[config.mk]
export PLATFORM = sky130hd
export DESIGN_NAME = rpm_color_breakpoint_mapper
export DESIGN_NICKNAME = d
export VERILOG_FILES = /design/src/design/rcbm_pkg.sv /design/src/design/rcbm_ram.sv /design/src/design/rcbm_front.sv /design/src/design/rcbm_queue.sv /design/src/design/rcbm_back.sv /design/src/design/rpm_color_breakpoint_mapper.sv
export SDC_FILE = /design/constraint.sdc
export NUM_CORES = 2
export LEC_CHECK = 0
export ABC_AREA = 0
export CAP_MARGIN = 10
export CORE_MARGIN = 8
export CORE_UTILIZATION = 50
export DETAILED_ROUTE_END_ITERATION = 10
export DONT_BUFFER_PORTS = 1
export PLACE_DENSITY = 0.65
export SETUP_SLACK_MARGIN = 0.5
export SLEW_MARGIN = 30
export SYNTH_ARGS = -nofsm -noshare
export SYNTH_HDL_FRONTEND = slang
export SYNTH_HIERARCHICAL = 1
export SYNTH_SLANG_ARGS = --single-unit
[constraint.sdc]
create_clock -name clk_i -period 25.1 [get_ports clk_i]
set_input_delay 2.51 -clock clk_i [delete_from_list [all_inputs] [get_ports clk_i]]
set_output_delay 2.51 -clock clk_i [all_outputs]
set_load 0.005 [all_outputs]
[src/design/rcbm_pkg.sv]
`default_nettype none
package rcbm_pkg;

  localparam int unsigned PointsDefault = 8;
  localparam int unsigned QueueDepth    = 2;
  localparam logic [15:0] SpeedMax      = 16'hFFFF;

  typedef enum logic [1:0] {
    OP_WRITE = 2'd0,
    OP_SET   = 2'd1,
    OP_EVAL  = 2'd2,
    OP_NONE  = 2'd3
  } op_e;

  typedef enum logic [1:0] {
    KIND_OFF,
    KIND_FLAT,
    KIND_INTERP
  } kind_e;

  typedef enum logic [3:0] {
    F_IDLE,
    F_DN_RD,
    F_DN_CMP,
    F_UP_RD,
    F_UP_CMP,
    F_LO_RD,
    F_LO_CAP,
    F_HI_RD,
    F_HI_CAP,
    F_PUSH
  } front_state_e;

  typedef enum logic [1:0] {
    B_IDLE,
    B_MUL,
    B_SUM,
    B_DIV
  } back_state_e;

  // duty[0] red, duty[1] green, duty[2] blue
  typedef struct packed {
    logic [2:0][7:0] duty;
    logic [15:0]     spd;
  } entry_t;

  typedef struct packed {
    op_e         op;
    logic [3:0]  entry_index;
    logic [15:0] entry_speed;
    logic [7:0]  entry_red;
    logic [7:0]  entry_green;
    logic [7:0]  entry_blue;
    logic [15:0] speed;
    logic        reselect;
  } in_item_t;

  typedef struct packed {
    kind_e       kind;
    entry_t      lo;
    entry_t      hi;
    logic [15:0] spd;
    logic [3:0]  seg;
  } job_t;

  typedef struct packed {
    logic [7:0] red;
    logic [7:0] green;
    logic [7:0] blue;
    logic [3:0] seg;
  } result_t;

endpackage
`default_nettype wire

[src/design/rcbm_ram.sv]
`default_nettype none
module rcbm_ram #(
  parameter int unsigned WIDTH = 8,
  parameter int unsigned DEPTH = 8,
  localparam int unsigned AW = (DEPTH > 1) ? $clog2(DEPTH) : 1
) (
  input  wire logic             clk_i,
  input  wire logic             we_i,
  input  wire logic [AW-1:0]    waddr_i,
  input  wire logic [WIDTH-1:0] wdata_i,
  input  wire logic [AW-1:0]    raddr_i,
  output logic      [WIDTH-1:0] rdata_o
);

  logic [WIDTH-1:0] mem [DEPTH];

  always_ff @(posedge clk_i) begin
    if (we_i) begin
      mem[waddr_i] <= wdata_i;
    end
    rdata_o <= mem[raddr_i];
  end

endmodule
`default_nettype wire

[src/design/rcbm_front.sv]
`default_nettype none
module rcbm_front #(
  parameter int unsigned POINTS = rcbm_pkg::PointsDefault
) (
  input  wire logic               clk_i,
  input  wire logic               rst_ni,
  input  wire logic               item_valid_i,
  output logic                    item_ready_o,
  input  wire rcbm_pkg::in_item_t item_i,
  input  wire logic [15:0]        hyst_i,
  input  wire logic               full_i,
  output logic                    push_o,
  output rcbm_pkg::job_t          job_o
);
  import rcbm_pkg::*;

  localparam int unsigned IW = (POINTS > 1) ? $clog2(POINTS) : 1;
  localparam int unsigned SW = $clog2(POINTS + 1);
  localparam logic [SW-1:0] SegOff  = SW'(POINTS);
  localparam logic [SW-1:0] SegLast = SW'(POINTS - 1);

  front_state_e state_q, state_d;
  logic [SW-1:0] seg_q;
  logic [POINTS-1:0] valid_q;
  logic rvalid_q;
  logic [15:0] spd_q;
  logic resel_q;
  entry_t lo_q, hi_q;

  logic we;
  logic [IW-1:0] waddr, raddr;
  logic [39:0] rdata;
  entry_t wentry, rentry;
  logic accept;
  logic [16:0] lo_sum, hi_sum;
  logic [15:0] lo_bound, hi_bound;
  logic dn_step, up_step;

  assign accept = item_valid_i && item_ready_o;
  assign we     = accept && (item_i.op == OP_WRITE) && ({1'b0, item_i.entry_index} < 5'(POINTS));
  assign waddr  = IW'(item_i.entry_index);
  assign wentry = '{duty: {item_i.entry_blue, item_i.entry_green, item_i.entry_red},
                    spd: item_i.entry_speed};

  rcbm_ram #(.WIDTH(40), .DEPTH(POINTS)) u_table (
    .clk_i  (clk_i),
    .we_i   (we),
    .waddr_i(waddr),
    .wdata_i(wentry),
    .raddr_i(raddr),
    .rdata_o(rdata)
  );

  // entries never written read as zero
  assign rentry = rvalid_q ? entry_t'(rdata) : '0;

  assign lo_sum   = {1'b0, rentry.spd} - {1'b0, hyst_i};
  assign lo_bound = (rentry.spd > hyst_i) ? lo_sum[15:0] : 16'd0;
  assign hi_sum   = {1'b0, rentry.spd} + {1'b0, hyst_i};
  assign hi_bound = hi_sum[16] ? SpeedMax : hi_sum[15:0];
  assign dn_step  = resel_q && (seg_q != '0) && (spd_q < lo_bound);
  assign up_step  = resel_q && (seg_q < SegLast) && (spd_q > hi_bound);

  always_ff @(posedge clk_i or negedge rst_ni) begin
    if (!rst_ni) begin
      state_q  <= F_IDLE;
      seg_q    <= '0;
      valid_q  <= '0;
      rvalid_q <= 1'b0;
    end else begin
      state_q  <= state_d;
      rvalid_q <= valid_q[raddr];
      if (we) begin
        valid_q[waddr] <= 1'b1;
      end
      if (accept && item_i.op == OP_SET) begin
        seg_q <= ({1'b0, item_i.entry_index} > 5'(POINTS)) ? SegOff : SW'(item_i.entry_index);
      end
      if (state_q == F_DN_CMP && dn_step) begin
        seg_q <= seg_q - 1'b1;
      end
      if (state_q == F_UP_CMP && up_step) begin
        seg_q <= seg_q + 1'b1;
      end
    end
  end

  always_ff @(posedge clk_i) begin
    if (accept) begin
      spd_q   <= item_i.speed;
      resel_q <= item_i.reselect;
    end
    if (state_q == F_LO_CAP) begin
      lo_q <= rentry;
    end
    if (state_q == F_HI_CAP) begin
      hi_q <= (seg_q < SegOff) ? rentry : '0;
    end
  end

  always_comb begin
    state_d      = state_q;
    item_ready_o = 1'b0;
    push_o       = 1'b0;
    raddr        = '0;
    unique case (state_q)
      F_IDLE: begin
        item_ready_o = 1'b1;
        if (item_valid_i && item_i.op == OP_EVAL) begin
          state_d = F_DN_RD;
        end
      end
      F_DN_RD: begin
        raddr   = (seg_q != '0) ? IW'(seg_q - 1'b1) : '0;
        state_d = F_DN_CMP;
      end
      F_DN_CMP: state_d = F_UP_RD;
      F_UP_RD: begin
        raddr   = (seg_q < SegOff) ? IW'(seg_q) : IW'(SegLast);
        state_d = F_UP_CMP;
      end
      F_UP_CMP: state_d = F_LO_RD;
      F_LO_RD: begin
        raddr   = (seg_q != '0) ? IW'(seg_q - 1'b1) : '0;
        state_d = F_LO_CAP;
      end
      F_LO_CAP: state_d = F_HI_RD;
      F_HI_RD: begin
        raddr   = (seg_q < SegOff) ? IW'(seg_q) : IW'(SegLast);
        state_d = F_HI_CAP;
      end
      F_HI_CAP: state_d = F_PUSH;
      F_PUSH: begin
        if (!full_i) begin
          push_o  = 1'b1;
          state_d = F_IDLE;
        end
      end
      default: state_d = F_IDLE;
    endcase
  end

  always_comb begin
    job_o.lo  = lo_q;
    job_o.hi  = hi_q;
    job_o.spd = spd_q;
    job_o.seg = 4'(seg_q);
    if (seg_q >= SegOff) begin
      job_o.kind = KIND_OFF;
    end else if (seg_q == '0 || seg_q == SegLast) begin
      job_o.kind = KIND_FLAT;
    end else begin
      job_o.kind = KIND_INTERP;
    end
  end

endmodule
`default_nettype wire

[src/design/rcbm_queue.sv]
`default_nettype none
module rcbm_queue (
  input  wire logic           clk_i,
  input  wire logic           rst_ni,
  input  wire logic           push_i,
  input  wire rcbm_pkg::job_t job_i,
  output logic                full_o,
  input  wire logic           pop_i,
  output logic                empty_o,
  output rcbm_pkg::job_t      job_o
);
  import rcbm_pkg::*;

  localparam int unsigned PW = (QueueDepth > 1) ? $clog2(QueueDepth) : 1;
  localparam int unsigned CW = $clog2(QueueDepth + 1);

  job_t slot_q [QueueDepth];
  logic [PW-1:0] wr_q, rd_q;
  logic [CW-1:0] cnt_q;
  logic do_push, do_pop;

  assign full_o  = (cnt_q == CW'(QueueDepth));
  assign empty_o = (cnt_q == '0);
  assign do_push = push_i && !full_o;
  assign do_pop  = pop_i && !empty_o;
  assign job_o   = slot_q[rd_q];

  always_ff @(posedge clk_i or negedge rst_ni) begin
    if (!rst_ni) begin
      wr_q  <= '0;
      rd_q  <= '0;
      cnt_q <= '0;
    end else begin
      if (do_push) begin
        wr_q <= (wr_q == PW'(QueueDepth - 1)) ? '0 : wr_q + 1'b1;
      end
      if (do_pop) begin
        rd_q <= (rd_q == PW'(QueueDepth - 1)) ? '0 : rd_q + 1'b1;
      end
      cnt_q <= cnt_q + CW'(do_push) - CW'(do_pop);
    end
  end

  always_ff @(posedge clk_i) begin
    if (do_push) begin
      slot_q[wr_q] <= job_i;
    end
  end

endmodule
`default_nettype wire

[src/design/rcbm_back.sv]
`default_nettype none
module rcbm_back (
  input  wire logic           clk_i,
  input  wire logic           rst_ni,
  input  wire logic           job_valid_i,
  input  wire rcbm_pkg::job_t job_i,
  output logic                pop_o,
  output logic                res_valid_o,
  input  wire logic           res_ready_i,
  output rcbm_pkg::result_t   res_o
);
  import rcbm_pkg::*;

  back_state_e state_q;
  job_t job_q;
  logic [1:0] ch_q;
  logic [2:0] bit_q;
  logic signed [25:0] p1_q, p2_q;
  logic signed [16:0] ds_q;
  logic [15:0] den_q;
  logic [23:0] rem_q;
  logic [7:0] quo_q;
  logic [2:0][7:0] duty_q;
  logic out_valid_q;

  logic [7:0] hd, ld;
  logic signed [16:0] ds, sd;
  logic signed [8:0] dd;
  logic signed [26:0] num, num_n;
  logic signed [16:0] den_n;
  logic [23:0] shifted, rem_next;
  logic take;

  assign hd = job_q.hi.duty[ch_q];
  assign ld = job_q.lo.duty[ch_q];
  assign ds = $signed({1'b0, job_q.hi.spd}) - $signed({1'b0, job_q.lo.spd});
  assign sd = $signed({1'b0, job_q.spd}) - $signed({1'b0, job_q.hi.spd});
  assign dd = $signed({1'b0, hd}) - $signed({1'b0, ld});

  assign num   = 27'(p1_q) + 27'(p2_q);
  assign num_n = ds_q[16] ? -num : num;
  assign den_n = ds_q[16] ? -ds_q : ds_q;

  assign shifted  = {8'd0, den_q} << bit_q;
  assign take     = rem_q >= shifted;
  assign rem_next = take ? rem_q - shifted : rem_q;

  assign pop_o       = (state_q == B_IDLE) && job_valid_i && !out_valid_q;
  assign res_valid_o = out_valid_q;
  assign res_o = '{red: duty_q[0], green: duty_q[1], blue: duty_q[2], seg: job_q.seg};

  always_ff @(posedge clk_i or negedge rst_ni) begin
    if (!rst_ni) begin
      state_q     <= B_IDLE;
      out_valid_q <= 1'b0;
      ch_q        <= '0;
      bit_q       <= '0;
    end else begin
      if (out_valid_q && res_ready_i) begin
        out_valid_q <= 1'b0;
      end
      unique case (state_q)
        B_IDLE: begin
          if (pop_o) begin
            ch_q <= '0;
            unique case (job_i.kind)
              KIND_INTERP: state_q <= B_MUL;
              default: out_valid_q <= 1'b1;
            endcase
          end
        end
        B_MUL: state_q <= B_SUM;
        B_SUM: begin
          if (ds_q == '0 || num_n <= 27'sd0 || num_n >= $signed({3'b0, den_n[15:0], 8'd0})) begin
            if (ch_q == 2'd2) begin
              state_q     <= B_IDLE;
              out_valid_q <= 1'b1;
            end else begin
              ch_q    <= ch_q + 1'b1;
              state_q <= B_MUL;
            end
          end else begin
            bit_q   <= 3'd7;
            state_q <= B_DIV;
          end
        end
        B_DIV: begin
          bit_q <= bit_q - 1'b1;
          if (bit_q == '0) begin
            if (ch_q == 2'd2) begin
              state_q     <= B_IDLE;
              out_valid_q <= 1'b1;
            end else begin
              ch_q    <= ch_q + 1'b1;
              state_q <= B_MUL;
            end
          end
        end
        default: state_q <= B_IDLE;
      endcase
    end
  end

  always_ff @(posedge clk_i) begin
    if (pop_o) begin
      job_q <= job_i;
      unique case (job_i.kind)
        KIND_OFF:  duty_q <= '0;
        KIND_FLAT: duty_q <= job_i.hi.duty;
        default:   duty_q <= duty_q;
      endcase
    end
    if (state_q == B_MUL) begin
      p1_q <= $signed({1'b0, hd}) * ds;
      p2_q <= sd * dd;
      ds_q <= ds;
    end
    if (state_q == B_SUM) begin
      den_q <= den_n[15:0];
      rem_q <= num_n[23:0];
      quo_q <= '0;
      if (ds_q == '0) begin
        duty_q[ch_q] <= hd;
      end else if (num_n <= 27'sd0) begin
        duty_q[ch_q] <= 8'd0;
      end else if (num_n >= $signed({3'b0, den_n[15:0], 8'd0})) begin
        duty_q[ch_q] <= 8'hFF;
      end
    end
    if (state_q == B_DIV) begin
      rem_q        <= rem_next;
      quo_q[bit_q] <= take;
      if (bit_q == '0) begin
        duty_q[ch_q] <= {quo_q[7:1], take};
      end
    end
  end

endmodule
`default_nettype wire

[src/design/rpm_color_breakpoint_mapper.sv]
// evaluate: the front reads the step-down, step-up, low and high table entries, then pushes a job;
// interpolation runs three channels, each with an 8-step restoring divide unless the duty clamps
// flow: write and set items are taken while the front is idle; evaluate items hold the front
// table-read sequencer until the job is pushed, and the back divider sets the sustained rate
// reset: asynchronous active low; table reads as zero, segment 0, hysteresis 0
`default_nettype none
module rpm_color_breakpoint_mapper #(
  parameter int unsigned POINTS = rcbm_pkg::PointsDefault
) (
  input  wire logic        clk_i,
  input  wire logic        rst_ni,
  input  wire logic        cfg_valid_i,
  output logic             cfg_ready_o,
  input  wire logic [15:0] cfg_data_i,   // hysteresis
  input  wire logic        s_axis_tvalid,
  output logic             s_axis_tready,
  // entry_index[3:0] entry_speed[19:4] entry_red[27:20] entry_green[35:28]
  // entry_blue[43:36] speed[59:44] reselect[60]
  input  wire logic [63:0] s_axis_tdata,
  input  wire logic [1:0]  s_axis_tuser, // op
  output logic             m_axis_tvalid,
  input  wire logic        m_axis_tready,
  // red_duty[7:0] green_duty[15:8] blue_duty[23:16] segment[27:24]
  output logic [31:0]      m_axis_tdata
);
  import rcbm_pkg::*;

  logic [15:0] hyst_q;
  in_item_t item;
  job_t fjob, qjob;
  logic push, full, pop, empty;
  result_t res;

  assign cfg_ready_o = 1'b1;

  always_ff @(posedge clk_i or negedge rst_ni) begin
    if (!rst_ni) begin
      hyst_q <= '0;
    end else if (cfg_valid_i) begin
      hyst_q <= cfg_data_i;
    end
  end

  assign item = '{op: op_e'(s_axis_tuser), entry_index: s_axis_tdata[3:0],
                  entry_speed: s_axis_tdata[19:4], entry_red: s_axis_tdata[27:20],
                  entry_green: s_axis_tdata[35:28], entry_blue: s_axis_tdata[43:36],
                  speed: s_axis_tdata[59:44], reselect: s_axis_tdata[60]};

  rcbm_front #(.POINTS(POINTS)) u_front (
    .clk_i       (clk_i),
    .rst_ni      (rst_ni),
    .item_valid_i(s_axis_tvalid),
    .item_ready_o(s_axis_tready),
    .item_i      (item),
    .hyst_i      (hyst_q),
    .full_i      (full),
    .push_o      (push),
    .job_o       (fjob)
  );

  rcbm_queue u_queue (
    .clk_i  (clk_i),
    .rst_ni (rst_ni),
    .push_i (push),
    .job_i  (fjob),
    .full_o (full),
    .pop_i  (pop),
    .empty_o(empty),
    .job_o  (qjob)
  );

  rcbm_back u_back (
    .clk_i      (clk_i),
    .rst_ni     (rst_ni),
    .job_valid_i(!empty),
    .job_i      (qjob),
    .pop_o      (pop),
    .res_valid_o(m_axis_tvalid),
    .res_ready_i(m_axis_tready),
    .res_o      (res)
  );

  assign m_axis_tdata = {4'd0, res.seg, res.blue, res.green, res.red};

endmodule
`default_nettype wire

Yosys cells after proc, flatten, opt, wreduce, memory -nomap -nowiden --
Memories as Yosys holds them, arrays and structs flattened. A register that Yosys moved wholly into a read port is not among the register bits. Index checks and enable logic that the tools add are counted.
Word-level totals: flip-flop bits (word level) 383, RAM bits 524, input port bits 87, output and inout bits 35, word-level logic and storage cells 230, memories 2
Memories:
- u_front.u_table.mem | depth 8, bits a word 40, rd ports 1, clocked after memory_dff 1, write ports 1, RTL line rcbm_ram.sv:15 | logic [WIDTH-1:0] mem [DEPTH];
- u_queue.slot_q | depth 2, bits a word 102, rd ports 1, clocked after memory_dff 0, write ports 1, RTL line rcbm_queue.sv:17 | job_t slot_q [QueueDepth];
Operators by class: add/sub/neg operators 17, $mul 2, order comparisons 18, equal/unequal tests 27, shifts and indexed selects 1, muxes and demuxes 74, bitwise logic cells 4, reduce and logical (&&, ||, !) cells 44
Operators by type and width (count):
- $mux 24 | 10
- $bwmux 24 | 2
- $mux 16 | 3
- $pmux 24 s2 | 1
- $mux 40 | 1
- $mux 8 | 5
- $pmux 4 s10 | 1
- $sub 16x16->17 | 2
- $bmux 8 s2 | 2
- $gt 16x16->1 | 2
- $add 26x26->27 | 1
- $ge 27x25->1 | 1
- $le 27x1->1 const B | 1
- $mux 27 | 1
- $neg 27->27 | 1
- $mul 17x9->26 | 1
- $mul 9x17->26 | 1
- $and 24x24->24 | 1
- $ge 24x24->1 | 1
- $mux 4 | 6
- $not 24->24 | 1
- $or 24x24->24 | 1
- $shl 16x3->24 | 1
- $sub 24x24->24 | 1
- other kinds (54) | 139

Logic depth before layout (Yosys ltp) --
depth in word-level cells 13, depth in mapped cells 37, depth with buffers taken out 36

Cells and area by module --
The synthesis kept the hierarchy.
By module, submodules not included:
- rcbm_back | instances 1, cells each 2774, area an instance 25899.8 sq um, seq. area each 7096.8 sq um
- rcbm_ram | instances 1, cells each 515, area an instance 13171.4 sq um, seq. area each 10410.0 sq um
- rcbm_queue | instances 1, cells each 335, area an instance 7573.5 sq um, seq. area each 6226.0 sq um
- rcbm_front | instances 1, cells each 649, area an instance 7014.2 sq um, seq. area each 3338.2 sq um
- rpm_color_breakpoint_mapper | instances 1, cells each 42, area an instance 698.2 sq um, seq. area each 400.4 sq um

Least setup slack after synthesis --
Ideal clock, no wire load.
path type flip-flop to flip-flop, start point reg u_back.ch_q[0], end point reg u_back.p2_q[25] (data pin), setup time 0.260 ns, arrival 8.455 ns, required time 24.840 ns, setup slack 16.385 ns, cell stages (with the launch flop) 37, path buffers 3, clock period less this slack 8.715 ns, path through dfrtp_1 buf_1 buf_1 mux2i_1 o22ai_1 ha_1 inv_1 fa_1 a21o_1 a21oi_1 o21bai_1 a21oi_1 o21bai_1 a21oi_1 clkbuf_1 nand2_1 fa_1 fa_1 inv_1 fa_1 fa_1 inv_1 fa_1 inv_1 ha_1 a21oi_1 o21bai_1 a21oi_1 o21bai_1 a21oi_1 nor2b_1 o21a_1 o22a_1 a2111oi_0 o21bai_1 a21oi_1 xnor2_1
On the way: longest elaborated chain between the ends 4
RTL lines:
- start, declared | RTL line rcbm_back.sv:16 | logic [1:0] ch_q;
- start signal, assigned | RTL line rcbm_back.sv:79 | ch_q <= ch_q + 1'b1;
- start signal, assigned | RTL line rcbm_back.sv:94 | ch_q <= ch_q + 1'b1;
- $bmux 8 s2, on equally long branches | RTL line rcbm_back.sv:34, rcbm_back.sv:35
- $mux 8, on equally long branches | RTL line rcbm_back.sv:34, rcbm_back.sv:35
- $sub 8x8->9 (*) | RTL line rcbm_back.sv:38 | assign dd = $signed({1'b0, hd}) - $signed({1'b0, ld});
- $mul 17x9->26 (*) | RTL line rcbm_back.sv:115 | p2_q <= sd * dd;
- end signal, assigned | RTL line rcbm_back.sv:115
- end, declared | RTL line rcbm_back.sv:18 | logic signed [25:0] p1_q, p2_q;
Mark *: on every way between the ends. The rest lies on a longest branch, timed or not. The select of a mux whose other input is x is not followed. A chain may end at the register's enable or synchronous reset.

Final worst setup path --
start point reg u_back.ch_q[1], end point reg u_back.p2_q[25] (data pin)
Same word-level chain as after synthesis.

==> impl_results.md <==
* FILL cells at 8976
* Sequential fraction of the synthesis area at 0.505
* Die width at around 350 um
* Number of global-route vias before repair at 33400
* R2R Setup Slk at 15320 ps
* Synth unique cells at around 110
* Max-slew headroom at 0.333
* RSZ-0062 raised after global routing: no
* Die ar. at about 0.12 sq mm
* WHS Path Cells at 0
* Clock Skew at 53.9 ps
* Worst reg2reg endpoint: u_back/p2_q[25]$_DFFE_PN_
* Crit Path Category: reg2reg
* Ranking of synthesized cells by area: edfxtp_1, fa_1, ha_1, mux4_1, mux2_2
* CTS root buf: clkbuf_16
* CP max stage delay at around 550 ps
* Synth top area share at 0.459
* Footprint of the multi-input gates at around 0.024 sq mm
* Post-synth EDFFs at 830
* Worst Hold Class: reg2reg
* DR pass1 iterations at 6
* Clock Pin Slew Worst Setup and Hold Paths at approximately 60 ps
* Outcome: complete, no violations
* H-tree depth at 3
* CTS tree: built
* Drt via density at 5.69
* CP Capture Type: flop
* Post-Syn Instances at roughly 4300
* Seq. cell area at between 0.02 and 0.03 sq mm
* DRC at 0
* Hold_ws at roughly 430 ps
* Worst Setup Start Kind: flop
* Post-synthesis compound-gate area fraction at 0.0875
* Crit path arrival time at around 10000 ps
* Starting Density at 0.501
* Top-count cell post-synth: edfxtp_1
* Tcrit/Tclk final at 0.390
* Combinational family with the most area after synthesis: adder cells
* Achievable Freq at 0.102 GHz
* Worst Hold Endpoint: u_queue/slot_q[1][31]$_DFFE_PP_
* Synth Area in Adders at 0.154
* Remaining Overflow, GRT at 0
* Cell area after synthesis at 0.0544 sq mm
* Routed Antenna Nets at 0
* Cells after DPL at 5611
* Setup bufs post-CTS at 0
* Maximum capacitance violations at 0
* Reg-to-Reg Start: u_back/ch_q[1]$_DFFE_PN0P_
* # nets final at 4905
* Initial antenna violation count at 2
* Core area at around 0.11 sq mm
* DR iter-0 viols at approximately 2400
* PostCTS Resize Cnt at 0
* Max Slew Vio Count at 0
* Min-delay src: u_front/job_o[31]$_SDFFCE_PP0P_
* Final instance count without filler cells at between 5000 and 6000
* # setup viols final at 0
* Max FO, Critical Path at 20
* Post-synth top flop: edfxtp_1
* FFs w/ async S/R, synth at 0.0476
* Clk buf depth at 3
* # rows at approximately 120
* Avg WL per Cell at 21.4 um
* Synth Area in Simple Gates at 0.0901
* Commonest cells in the netlist: edfxtp_1, inv_1, nor2_1
* Ratio of cells with drive above 1 in the final layout at 0.106
* XOR/XNOR share of the synthesized area at 0.0287
* Data required time at the worst endpoint at approximately 26000 ps
* Worst slew pin tran at 992 ps
* Worst skew pair latency at around 700 ps
* Cell taking the most area after synthesis: edfxtp_1
* Tmin final at 9780 ps
* Pin count of the biggest net entering global routing at 70
* Post-Syn Area per Cell at ~13 sq um
* Setup TNS at 0 ps
* Count of hold-fix buffers inserted at cts at 0
* Dpl hpwl at slightly below 90000 um
* Routed vias at about 33000
* GPL Wtd Cong at 0.876
* Area growth syn-to-layout at 8.51%
* Multiplexer share of the synthesized area at 0.0849
* Number of port buffers at 0
* Hold Vio Cnt, Final at 0
* Number of top-level pins at approximately 120
* Clock sinks at 946
* #FFs+latches synth at between 900 and 1000
* Slowest library cell on the worst path: fa_1
* Reg2reg path depth at 38
* Ys Warns at 6
* TritonCTS Buffers at 95
* Antenna diodes at 0
* Global-route wire length before repair at between 150000 and 200000 um
* Total track usage at 0.205
* Die H at between 300 and 400 um
* Final WL at roughly 120000 um
==> cells in the final DEF (no fill, tap or decap), types with 22 or more instances in the layout <==
master     count
nand2_1      245
edfxtp_1     830
dfrtp_1       43
or2_2         24
clkbuf_16     96
nand3_1       61
mux2_2       165
clkbuf_1      22
dfxtp_1       71
nor2b_1       47
nand2b_1      47
buf_4         52
xor2_1        44
nor3_1        42
fa_1         240
and3_1        39
o21bai_1      24
a211oi_1      42
a21oi_1      195
inv_1        479
o21ai_0      122
and2_1        77
a21o_1        43
mux4_1        80
nor2_1       322
a221oi_1      26
nand4_1       26
xnor2_1      134
ha_1         284
o21a_1        25
mux2i_1       37
==> worst max-delay path, delay by kind of cell (launching register included) <==
family / cells / cell delay [ps]
xor+xnor: 2 / 250
fa+ha+maj: 7 / 3240
flops: 1 / 320
buf+inv: 9 / 1350
simple gates: 3 / 690
compound gates: 17 / 3660
==> layout make-up <==
type | count | share of cell area
timing repair buffer | 52 | 0.00662
clock inverter | 50 | 0.0104
clock buffer | 124 | 0.0435
inverter | 485 | 0.0309
sequential | 946 | 0.466
multi-input combinational | 2714 | 0.413
tap | 1414 | 0.0300
==> state kept, by name, indices dropped and copies added (netlist names), 3 cells and up <==
signal and cells:
u_back/ds_q 17, u_front/state_q 4, u_back/p1_q 26, u_front/job_o 80, u_back/res_o 28, u_front/u_table/mem 320
u_back/p2_q 26, u_back/job_q 96, hyst_q 16, u_back/den_q 16, u_front/seg_q 4, u_back/bit_q 3
u_back/rem_q 24, u_front/u_table/rdata_o 40, u_front/valid_q 8, u_back/quo_q 7, u_queue/slot_q 204, u_front/spd_q 16
==> logic make-up (layout without fill, tap and decap cells) <==
group | Yosys count | count (layout)
AOI/OAI and AO/OA | 693 | 693
xor gates and xnor gates | 178 | 178
adders and majority gates | 524 | 524
buffers and inverters | 658 | 711
DFF | 946 | 946
muxes | 298 | 298
other | 2 | 5
and+or+nand+nor | 1016 | 1016
==> routing by layer <==
metal,vias up,routed length (um),track usage
met5,-,0,0
li1,15500,-,-
met2,818,58600,0.340
met4,0,2810,0.0483
met1,16400,55100,0.278
met3,194,7210,0.0396
==> worst max path at each step <==
stage          slack [ps]                   endpoint  cells past startpoint                  startpoint
6_report            15320  u_back/p2_q[25]$_DFFE_PN_                     38  u_back/ch_q[1]$_DFFE_PN0P_
5_1_grt             14570  u_back/p2_q[25]$_DFFE_PN_                     38  u_back/ch_q[1]$_DFFE_PN0P_
4_1_cts             15350  u_back/p2_q[25]$_DFFE_PN_                     38  u_back/ch_q[1]$_DFFE_PN0P_
3_5_place_dp        15340  u_back/p2_q[25]$_DFFE_PN_                     38  u_back/ch_q[1]$_DFFE_PN0P_
3_3_place_gp        15380  u_back/p2_q[25]$_DFFE_PN_                     37  u_back/ch_q[0]$_DFFE_PN0P_
2_1_floorplan       16380  u_back/p2_q[25]$_DFFE_PN_                     36  u_back/ch_q[0]$_DFFE_PN0P_
==> stage by stage <==
step	worst slack, ps	util	instance area, sq um
final	15320	0.544	59000
after global routing	14570	0.544	59000
after floorplan	16380	-	54400
after CTS	15350	0.544	59000
after detailed placement	15340	0.515	55800
after global placement	15380	0.515	55800
Power is left out: the tool's default activity adds up to more than one toggle a clock period on the data nets, which glitch-free logic cannot reach.
